[config.mk]
export PLATFORM = sky130hd
export DESIGN_NAME = gregorian_date_add_days_unit
export DESIGN_NICKNAME = d
export VERILOG_FILES = /design/src/hdl/gdad_pkg.sv /design/src/hdl/gregorian_date_add_days_unit.sv /design/src/hdl/gdad_ctrl.sv /design/src/hdl/gdad_dpath.sv
export SDC_FILE = /design/constraint.sdc
export NUM_CORES = 1
export LEC_CHECK = 0
export ABC_AREA = 1
export ABC_CLOCK_PERIOD_IN_PS = 6500
export BUFFER_PORTS_ARGS = -buffer_cell sky130_fd_sc_hd__buf_2
export CAP_MARGIN = 20
export CORE_MARGIN = 1
export CORE_UTILIZATION = 45
export DETAILED_ROUTE_END_ITERATION = 6
export PLACE_DENSITY = 0.67
export SYNTH_ARGS = -nofsm -noshare
export SYNTH_HDL_FRONTEND = slang
export SYNTH_SLANG_ARGS = --single-unit
[constraint.sdc]
create_clock -name clk_i -period 6.5 [get_ports clk_i]
set_input_delay 1.3 -clock clk_i [delete_from_list [all_inputs] [get_ports clk_i]]
set_output_delay 1.3 -clock clk_i [all_outputs]
set_load 0.005 [all_outputs]
[src/hdl/gdad_pkg.sv]
package gdad_pkg;

  // field widths
  localparam int DAY_W  = 5;
  localparam int MON_W  = 4;
  localparam int YIN_W  = 14;
  localparam int ADD_W  = 20;
  // internal year, wide enough for start year plus the largest day count
  localparam int YEAR_W = 16;
  // year modulo 400
  localparam int YMOD_W = 9;
  // day remainder: day of year plus day count
  localparam int REM_W  = 21;

  // restoring reduction of the start year modulo 400, one multiple per step
  localparam int MOD_STEPS = 6;
  localparam int SHIFT_W   = 3;

  localparam int unsigned CYCLE_DAYS = 146097;

  localparam logic [MON_W-1:0] MONTH_JAN = 4'd1;
  localparam logic [MON_W-1:0] MONTH_FEB = 4'd2;
  localparam logic [MON_W-1:0] MONTH_DEC = 4'd12;

  typedef struct packed {
    logic [DAY_W-1:0] start_day;
    logic [MON_W-1:0] start_month;
    logic [YIN_W-1:0] start_year;
    logic [ADD_W-1:0] days_to_add;
  } in_t;

  typedef struct packed {
    logic [DAY_W-1:0] result_day;
    logic [MON_W-1:0] result_month;
    logic [YIN_W-1:0] result_year;
    logic             date_valid;
    logic             year_overflow;
  } out_t;

  typedef struct packed {
    logic               load;
    logic               mod_step;
    logic [SHIFT_W-1:0] mod_shift;
    logic               roll;
    logic               doy;
    logic               skip400;
    logic               skip100;
    logic               skip4;
    logic               skip1;
    logic               skipmon;
    logic               emit;
  } cmd_t;

  typedef struct packed {
    logic in_ok;
    logic ge400;
    logic ge100;
    logic ge4;
    logic ge1;
    logic mon_more;
  } sts_t;

  // leap year from the year modulo 400
  function automatic logic is_leap(input logic [YMOD_W-1:0] ym);
    return (ym[1:0] == 2'b00) && (ym != 9'd100) && (ym != 9'd200) && (ym != 9'd300);
  endfunction

  function automatic logic [DAY_W-1:0] month_len(input logic lp, input logic [MON_W-1:0] m);
    logic [DAY_W-1:0] len;
    case (m)
      4'd4, 4'd6, 4'd9, 4'd11: len = 5'd30;
      4'd2:                    len = lp ? 5'd29 : 5'd28;
      default:                 len = 5'd31;
    endcase
    return len;
  endfunction

  // days in a common year before the first of month m
  function automatic logic [8:0] days_before_month(input logic [MON_W-1:0] m);
    logic [8:0] n;
    case (m)
      4'd2:    n = 9'd31;
      4'd3:    n = 9'd59;
      4'd4:    n = 9'd90;
      4'd5:    n = 9'd120;
      4'd6:    n = 9'd151;
      4'd7:    n = 9'd181;
      4'd8:    n = 9'd212;
      4'd9:    n = 9'd243;
      4'd10:   n = 9'd273;
      4'd11:   n = 9'd304;
      4'd12:   n = 9'd334;
      default: n = 9'd0;
    endcase
    return n;
  endfunction

endpackage

[src/hdl/gregorian_date_add_days_unit.sv]
// gregorian date adder: start date plus a day count gives the date that many days later
// input channel: in_valid_i / in_stall_o / in_data_i, a transfer when valid is high and
//   stall is low; the unit works on one date at a time and stalls the input while busy
// output channel: out_valid_o / out_stall_i / out_data_o, one result per input transfer,
//   held in an output register until the downstream side takes it
// a malformed start date (day 0, month outside 1..12) comes back unchanged with
//   date_valid low
// valid dates: year mod 400 by six restoring steps, month-end rollover, day of year,
//   then the remainder is walked down in 400-, 100-, 4- and 1-year strides and month
//   by month, each with its own compare, one stride per cycle
// the result is offered in the cycle the unit returns to idle, so the next input
//   transfer can come in that cycle
// while the receiver stalls, a finished result waits in the unit and the next date is
//   still taken and computed; it is held back only until the output register frees up
// reset clears the controller and the output valid; no clearing pass is needed
// MAX_YEAR sets the saturation point, DAY_COUNT_BITS the used low bits of days_to_add
module gregorian_date_add_days_unit #(
  parameter int MAX_YEAR       = 9999,
  parameter int DAY_COUNT_BITS = 20
) (
  input  logic           clk_i,
  input  logic           rst_ni,
  input  logic           in_valid_i,
  output logic           in_stall_o,
  input  gdad_pkg::in_t  in_data_i,
  output logic           out_valid_o,
  input  logic           out_stall_i,
  output gdad_pkg::out_t out_data_o
);

  // command and status between the controller and the datapath
  gdad_pkg::cmd_t cmd;
  gdad_pkg::sts_t sts;

  gdad_ctrl u_ctrl (
    .clk_i       (clk_i),
    .rst_ni      (rst_ni),
    .in_valid_i  (in_valid_i),
    .in_stall_o  (in_stall_o),
    .out_valid_o (out_valid_o),
    .out_stall_i (out_stall_i),
    .sts_i       (sts),
    .cmd_o       (cmd)
  );

  gdad_dpath #(
    .MAX_YEAR       (MAX_YEAR),
    .DAY_COUNT_BITS (DAY_COUNT_BITS)
  ) u_dpath (
    .clk_i      (clk_i),
    .in_data_i  (in_data_i),
    .cmd_i      (cmd),
    .sts_o      (sts),
    .out_data_o (out_data_o)
  );

`ifndef SYNTH
  // a transfer always makes the unit busy for at least the next cycle
  a_busy_after_transfer: assert property (@(posedge clk_i) disable iff (!rst_ni)
    in_valid_i && !in_stall_o |=> in_stall_o)
    else $error("input not stalled after transfer");

  // overflow only ever flagged on a valid start date
  a_overflow_valid: assert property (@(posedge clk_i) disable iff (!rst_ni)
    out_valid_o && out_data_o.year_overflow |-> out_data_o.date_valid)
    else $error("overflow on invalid date");

  // a computed date has a real month and day
  a_result_range: assert property (@(posedge clk_i) disable iff (!rst_ni)
    out_valid_o && out_data_o.date_valid |->
      out_data_o.result_day != 5'd0 && out_data_o.result_month != 4'd0 &&
      out_data_o.result_month <= gdad_pkg::MONTH_DEC)
    else $error("result date out of range");
`endif

endmodule

[src/hdl/gdad_ctrl.sv]
module gdad_ctrl (
  input  logic            clk_i,
  input  logic            rst_ni,
  input  logic            in_valid_i,
  output logic            in_stall_o,
  output logic            out_valid_o,
  input  logic            out_stall_i,
  input  gdad_pkg::sts_t  sts_i,
  output gdad_pkg::cmd_t  cmd_o
);

  localparam logic [3:0] S_IDLE = 4'd0;
  localparam logic [3:0] S_MOD  = 4'd1;
  localparam logic [3:0] S_ROLL = 4'd2;
  localparam logic [3:0] S_DOY  = 4'd3;
  localparam logic [3:0] S_Y400 = 4'd4;
  localparam logic [3:0] S_Y100 = 4'd5;
  localparam logic [3:0] S_Y4   = 4'd6;
  localparam logic [3:0] S_Y1   = 4'd7;
  localparam logic [3:0] S_MON  = 4'd8;
  localparam logic [3:0] S_DONE = 4'd9;

  logic [3:0]                   state_q, state_d;
  logic [gdad_pkg::SHIFT_W-1:0] cnt_q, cnt_d;
  logic                         out_valid_q, out_valid_d;

  always_comb begin
    state_d     = state_q;
    cnt_d       = cnt_q;
    out_valid_d = out_valid_q && out_stall_i;
    cmd_o       = '0;
    case (state_q)
      S_IDLE: begin
        if (in_valid_i) begin
          cmd_o.load = 1'b1;
          cnt_d      = gdad_pkg::SHIFT_W'(gdad_pkg::MOD_STEPS - 1);
          state_d    = sts_i.in_ok ? S_MOD : S_DONE;
        end
      end
      S_MOD: begin
        cmd_o.mod_step  = 1'b1;
        cmd_o.mod_shift = cnt_q;
        if (cnt_q == '0) begin
          state_d = S_ROLL;
        end else begin
          cnt_d = cnt_q - 1'b1;
        end
      end
      S_ROLL: begin
        cmd_o.roll = 1'b1;
        state_d    = S_DOY;
      end
      S_DOY: begin
        cmd_o.doy = 1'b1;
        state_d   = S_Y400;
      end
      S_Y400: begin
        if (sts_i.ge400) cmd_o.skip400 = 1'b1;
        else state_d = S_Y100;
      end
      S_Y100: begin
        if (sts_i.ge100) cmd_o.skip100 = 1'b1;
        else state_d = S_Y4;
      end
      S_Y4: begin
        if (sts_i.ge4) cmd_o.skip4 = 1'b1;
        else state_d = S_Y1;
      end
      S_Y1: begin
        if (sts_i.ge1) cmd_o.skip1 = 1'b1;
        else state_d = S_MON;
      end
      S_MON: begin
        if (sts_i.mon_more) cmd_o.skipmon = 1'b1;
        else state_d = S_DONE;
      end
      S_DONE: begin
        if (!out_valid_q || !out_stall_i) begin
          cmd_o.emit  = 1'b1;
          out_valid_d = 1'b1;
          state_d     = S_IDLE;
        end
      end
      default: state_d = S_IDLE;
    endcase
  end

  always_ff @(posedge clk_i or negedge rst_ni) begin
    if (!rst_ni) begin
      state_q     <= S_IDLE;
      cnt_q       <= '0;
      out_valid_q <= 1'b0;
    end else begin
      state_q     <= state_d;
      cnt_q       <= cnt_d;
      out_valid_q <= out_valid_d;
    end
  end

  assign in_stall_o  = (state_q != S_IDLE);
  assign out_valid_o = out_valid_q;

endmodule

[src/hdl/gdad_dpath.sv]
module gdad_dpath #(
  parameter int MAX_YEAR       = 9999,
  parameter int DAY_COUNT_BITS = 20
) (
  input  logic           clk_i,
  input  gdad_pkg::in_t  in_data_i,
  input  gdad_pkg::cmd_t cmd_i,
  output gdad_pkg::sts_t sts_o,
  output gdad_pkg::out_t out_data_o
);

  localparam int KEEP = (DAY_COUNT_BITS < gdad_pkg::ADD_W) ? DAY_COUNT_BITS : gdad_pkg::ADD_W;
  localparam logic [gdad_pkg::ADD_W-1:0] ADD_MASK =
    {gdad_pkg::ADD_W{1'b1}} >> (gdad_pkg::ADD_W - KEEP);
  localparam logic [gdad_pkg::YEAR_W-1:0] MAX_Y   = MAX_YEAR[gdad_pkg::YEAR_W-1:0];
  localparam logic [gdad_pkg::YIN_W-1:0]  SAT_Y   = MAX_YEAR[gdad_pkg::YIN_W-1:0];
  localparam logic [gdad_pkg::REM_W-1:0]  CYCLE_R = gdad_pkg::CYCLE_DAYS[gdad_pkg::REM_W-1:0];

  logic [gdad_pkg::DAY_W-1:0]  day_q;
  logic [gdad_pkg::MON_W-1:0]  mon_q;
  logic [gdad_pkg::YEAR_W-1:0] year_q;
  logic [gdad_pkg::YIN_W-1:0]  modw_q;
  logic [gdad_pkg::YMOD_W-1:0] ym_q;
  logic [gdad_pkg::ADD_W-1:0]  add_q;
  logic [gdad_pkg::REM_W-1:0]  rem_q;
  logic                        ok_q;
  gdad_pkg::out_t              out_q, out_d;

  logic [gdad_pkg::YIN_W:0]    mod_dec, mod_diff;
  logic                        leap_w, leap_y, roll_need;
  logic [gdad_pkg::DAY_W-1:0]  roll_len, mlen;
  logic [gdad_pkg::YMOD_W-1:0] ym_roll;
  logic [1:0]                  off4;
  logic [gdad_pkg::YMOD_W:0]   ka;
  logic                        cent;
  logic [gdad_pkg::REM_W-1:0]  len100, len4, len1, doy_sum;

  // advance a year modulo 400 by a step below 400
  function automatic logic [gdad_pkg::YMOD_W-1:0] inc_mod400(
    input logic [gdad_pkg::YMOD_W-1:0] ym,
    input logic [gdad_pkg::YMOD_W-1:0] step
  );
    logic [gdad_pkg::YMOD_W:0] s;
    s = {1'b0, ym} + {1'b0, step};
    if (s >= 10'd400) s = s - 10'd400;
    return s[gdad_pkg::YMOD_W-1:0];
  endfunction

  assign mod_dec  = 15'd400 << cmd_i.mod_shift;
  assign mod_diff = {1'b0, modw_q} - mod_dec;

  assign leap_w    = gdad_pkg::is_leap(modw_q[gdad_pkg::YMOD_W-1:0]);
  assign roll_len  = gdad_pkg::month_len(leap_w, mon_q);
  assign roll_need = day_q > roll_len;
  assign ym_roll   = (roll_need && mon_q == gdad_pkg::MONTH_DEC)
                   ? inc_mod400(modw_q[gdad_pkg::YMOD_W-1:0], 9'd1)
                   : modw_q[gdad_pkg::YMOD_W-1:0];

  assign leap_y = gdad_pkg::is_leap(ym_q);
  assign mlen   = gdad_pkg::month_len(leap_y, mon_q);

  // a hundred-year span holds a non-leap century unless it starts at year 0 or after year 300 mod 400
  assign len100 = (ym_q == '0 || ym_q > 9'd300) ? 21'd36525 : 21'd36524;

  // the one multiple of four in a four-year span
  assign off4 = 2'b00 - ym_q[1:0];
  assign ka   = {1'b0, ym_q} + {8'b0, off4};
  assign cent = (ka == 10'd100) || (ka == 10'd200) || (ka == 10'd300);
  assign len4 = cent ? 21'd1460 : 21'd1461;
  assign len1 = leap_y ? 21'd366 : 21'd365;

  assign doy_sum = gdad_pkg::REM_W'(gdad_pkg::days_before_month(mon_q))
                 + gdad_pkg::REM_W'(mon_q > gdad_pkg::MONTH_FEB && leap_y)
                 + gdad_pkg::REM_W'(day_q) - 21'd1
                 + gdad_pkg::REM_W'(add_q);

  assign sts_o.in_ok    = (in_data_i.start_day != '0) && (in_data_i.start_month != '0)
                       && (in_data_i.start_month <= gdad_pkg::MONTH_DEC);
  assign sts_o.ge400    = rem_q >= CYCLE_R;
  assign sts_o.ge100    = rem_q >= len100;
  assign sts_o.ge4      = rem_q >= len4;
  assign sts_o.ge1      = rem_q >= len1;
  assign sts_o.mon_more = (mon_q != gdad_pkg::MONTH_DEC)
                       && (rem_q >= gdad_pkg::REM_W'(mlen));

  always_comb begin
    if (!ok_q) begin
      out_d.result_day    = day_q;
      out_d.result_month  = mon_q;
      out_d.result_year   = year_q[gdad_pkg::YIN_W-1:0];
      out_d.date_valid    = 1'b0;
      out_d.year_overflow = 1'b0;
    end else if (year_q > MAX_Y) begin
      out_d.result_day    = 5'd31;
      out_d.result_month  = gdad_pkg::MONTH_DEC;
      out_d.result_year   = SAT_Y;
      out_d.date_valid    = 1'b1;
      out_d.year_overflow = 1'b1;
    end else begin
      out_d.result_day    = rem_q[gdad_pkg::DAY_W-1:0] + 5'd1;
      out_d.result_month  = mon_q;
      out_d.result_year   = year_q[gdad_pkg::YIN_W-1:0];
      out_d.date_valid    = 1'b1;
      out_d.year_overflow = 1'b0;
    end
  end

  always_ff @(posedge clk_i) begin
    if (cmd_i.load) begin
      day_q  <= in_data_i.start_day;
      mon_q  <= in_data_i.start_month;
      year_q <= gdad_pkg::YEAR_W'(in_data_i.start_year);
      modw_q <= in_data_i.start_year;
      add_q  <= in_data_i.days_to_add & ADD_MASK;
      ok_q   <= sts_o.in_ok;
    end else if (cmd_i.mod_step) begin
      if (!mod_diff[gdad_pkg::YIN_W]) modw_q <= mod_diff[gdad_pkg::YIN_W-1:0];
    end else if (cmd_i.roll) begin
      ym_q <= ym_roll;
      if (roll_need) begin
        day_q <= day_q - roll_len;
        if (mon_q == gdad_pkg::MONTH_DEC) begin
          mon_q  <= gdad_pkg::MONTH_JAN;
          year_q <= year_q + 16'd1;
        end else begin
          mon_q <= mon_q + 4'd1;
        end
      end
    end else if (cmd_i.doy) begin
      rem_q <= doy_sum;
      mon_q <= gdad_pkg::MONTH_JAN;
    end else if (cmd_i.skip400) begin
      rem_q  <= rem_q - CYCLE_R;
      year_q <= year_q + 16'd400;
    end else if (cmd_i.skip100) begin
      rem_q  <= rem_q - len100;
      year_q <= year_q + 16'd100;
      ym_q   <= inc_mod400(ym_q, 9'd100);
    end else if (cmd_i.skip4) begin
      rem_q  <= rem_q - len4;
      year_q <= year_q + 16'd4;
      ym_q   <= inc_mod400(ym_q, 9'd4);
    end else if (cmd_i.skip1) begin
      rem_q  <= rem_q - len1;
      year_q <= year_q + 16'd1;
      ym_q   <= inc_mod400(ym_q, 9'd1);
    end else if (cmd_i.skipmon) begin
      rem_q <= rem_q - gdad_pkg::REM_W'(mlen);
      mon_q <= mon_q + 4'd1;
    end
    if (cmd_i.emit) out_q <= out_d;
  end

  assign out_data_o = out_q;

endmodule
==> key figures <==
Setup path
  – FF-to-FF End: u_dpath.rem_q[17]
  – Startpoint Class: flop
  – CP Class: reg2reg
  – CP Depth: 27
  – Worst setup path startpoint: u_dpath.ym_q[2]
  – Critical path's top delay family: simple AND/OR/NAND/NOR gates
  – Setup crit end: u_dpath.rem_q[17]
  – Worst Setup End Kind: flop
  – RR Startpoint: u_dpath.ym_q[2]
  – R2R cell count: 27
  – Slowest CP cell: edfxtp_1
  – Critical Path Fanout Max: 9
  – Max incr delay on CP: approximately 0.53 ns
  – Worst Path Arrival: 5.53 ns
  – Flop-to-flop setup slack: 1.16 ns
  – WP buf/inv: 4
  – CP required: 6.69 ns
  – Worst path most repeated cell: ha_1

Floorplan
  – Die ar.: 31,700 um2
  – Row Count: 64
  – Die Wd: 178 um
  – Die Ht: 178 um
  – Core box area: roughly 31,000 um2
  – I/O Pins: 74
  – Starting Density: a little under half

STA
  – Setup violators final: 0
  – Final Skew: 0.00849 ns
  – Final Max Tran Viols: 0
  – Final Cycle Share: 82.2%
  – Measured slew at the worst slew-check pin: 1.00 ns
  – Min cycle time layout: ~5.3 ns
  – Rel. slew slack: 32.8%
  – Worst Hold Slack: 0.546 ns
  – Final TNS setup: 0 ns
  – RSZ-0062 raised after global routing: false
  – Final hold viol count: 0
  – Max Freq: 187 MHz

Drt
  – Routed len/inst: about 16 um
  – Post-DRT Antenna Nets: 0
  – Vias per cell: 5.44
  – Remaining DRCs: 0
  – 1st-pass router iterations: 6
  – Drt total wl: between 30 and 40 mm
  – DR iter-0 viols: 1,416
  – Vias: ~14,000

Finish
  – ANT cells: 0
  – Area Overhead vs Synth: 8.46%
  – Final net count: 2,275
  – Share of cells above drive strength 1: 8.88%
  – Fillcell total: 3,048

Logic synthesis
  – Most common cell in the netlist: nand2_1
  – Unique masters post-synth: 59
  – Number of synthesized flops with an enable pin: 113
  – Async SR Flop Fraction: 6.06%
  – Register area share after synthesis: 27.3%
  – Post-synth top area share: between 20% and 30%
  – Avg Cell Area, Syn: 6.75 um2
  – Syn Inst Count: 2,069
  – Yosys reg bits: 132
  – Synth cell count leaders: nand2_1, inv_1, nand3_1
  – Synthesized cell area: between 10,000 and 15,000 um2
  – Synth area leader: edfxtp_1
  – Syn_nets: 2,240
  – Ranking of synthesized cells by area: edfxtp_1, nand2_1, ha_1, nand3_1, inv_1
  – Synth warn: 0
  – Most used DFF post-synth: edfxtp_1

Clock tree
  – Number of setup buffers added after CTS: 0
  – CTS sink count: 132
  – Clock Tree Root: clkbuf_16
  – Clk_lat worst skew: 0.44 ns
  – CTS buffer count: 17
  – Post-CTS Resized: 0
  – Htree depth: 4
  – Clock transition at path regs: 0.06 ns
  – Longest Clk Path Bufs: 2
  – CTS tree: done
  – Hold Buf Count CTS: 0

GRT
  – Initial antenna violation count: 0
  – GR Overflow Total: 0
  – Number of global-route vias before repair: between 10,000 and 15,000
  – Total GRT Usage: between 20% and 30%
  – Largest net degree at the start of global routing: 48
  – First-pass GRT wire length: approximately 64 mm

Power and ir drop
  – Pint: 4.20 mW
  – Combinational power share: 66.4%
  – Peak VDD IR: 0.408 mV
  – Switching power: 4.99 mW
  – Leak pwr: 7.32 nW
  – Power share of the clock group: ~11%
  – Switching share of power: 54.3%
  – Pwr/cell area: 607 nW/um2
  – Sequential share of power: ~22%

Flow run
  – Max_cap viols: 0

Run status
  – Status: complete, no violations

Hold path
  – Min-Delay Path Class: reg2reg

Placement
  – DP HPWL: between 30 and 40 mm
  – GPL Wtd Cong: 0.986
  – Port bufs: 73
-- cells by family after synthesis --
family / Yosys count / synth area share (%)
DFF: 132 / 27.3
AOI/OAI and AO/OA: 303 / 12.1
buffers and inverters: 349 / 10.5
xor gates and xnor gates: 92 / 5.82
and+or+nand+nor: 1069 / 32.8
adders and majority gates: 124 / 11.5
-- power by group through the flow --
stage               clock [mW]  combinational [mW]  sequential, mW
floorplan                    0                4.85            1.74
global placement             0                5.89            2.05
detailed placement           0                5.96            2.05
CTS                       1.04                6.02            2.04
global route              1.07                6.94            2.11
finish                    1.03                6.10            2.06
-- flip-flops by register name, summed over array words and instances (netlist names), named ones only --
signal and cells:
u_dpath.out_data_o 25, u_dpath.rem_q 21, u_dpath.add_q 20, u_dpath.year_q 16, u_dpath.modw_q 14, u_dpath.ym_q 9
u_dpath.day_q 5, u_ctrl.state_q 4, u_dpath.mon_q 4, u_ctrl.cnt_q 3, u_ctrl.out_valid_o 1, u_dpath.ok_q 1
-- worst min path at each step --
stage                                from               to  slack [ns]  cells after the start
after global routing      u_ctrl.cnt_q[2]  u_ctrl.cnt_q[2]        0.59                      1
after floorplan           u_ctrl.cnt_q[2]  u_ctrl.cnt_q[2]        0.48                      1
final                     u_ctrl.cnt_q[2]  u_ctrl.cnt_q[2]        0.55                      1
after global placement    u_ctrl.cnt_q[2]  u_ctrl.cnt_q[2]        0.52                      1
after CTS                 u_ctrl.cnt_q[2]  u_ctrl.cnt_q[2]        0.55                      1
after detailed placement  u_ctrl.cnt_q[2]  u_ctrl.cnt_q[2]        0.54                      1
-- cells in the final DEF (no fill, tap or decap), types with 17 or more instances in the layout --
master,Yosys,layout
nand2_1,582,582
inv_1,252,251
nand3_1,192,192
nor2_1,181,181
ha_1,116,116
edfxtp_1,113,113
o21ai_0,103,103
a21oi_1,94,93
xor2_1,80,80
buf_2,22,73
o21ai_1,41,41
nor3_1,26,26
nand4_1,26,26
inv_2,24,24
clkbuf_16,0,17
-- cell type report --
cell class,instances,area (um2),area share (%)
Timing Repair Buffer,81,445,2.94
Tap cell,396,495,3.27
Sequential cell,132,3810,25.2
Clock buffer,20,447,2.95
Multi-Input combinational cell,1588,8690,57.4
Inverter,284,1080,7.11
Clock inverter,12,179,1.18
-- stage by stage --
stage,worst slack [ns],power [mW],cells,instance area [um2],utilization [%]
after floorplan,1.92,6.59,2069,14000,-
after global placement,1.32,7.94,2480,14500,47.4
after detailed placement,1.19,8.02,2480,14500,47.4
after CTS,1.16,9.10,2512,15100,49.4
after global routing,0.586,10.1,2513,15100,49.5
final,1.16,9.19,2513,15100,49.5
-- routing by layer --
metal,vias to the layer above,GRT usage [%],part of all wire (%)
li1,6848,-,-
met1,6218,36.8,47
met2,557,39.5,43
met3,59,3.62,7.4
met4,0,9.19,2.4
met5,-,0,0
Note: power is estimated with default switching activity, not from simulation.
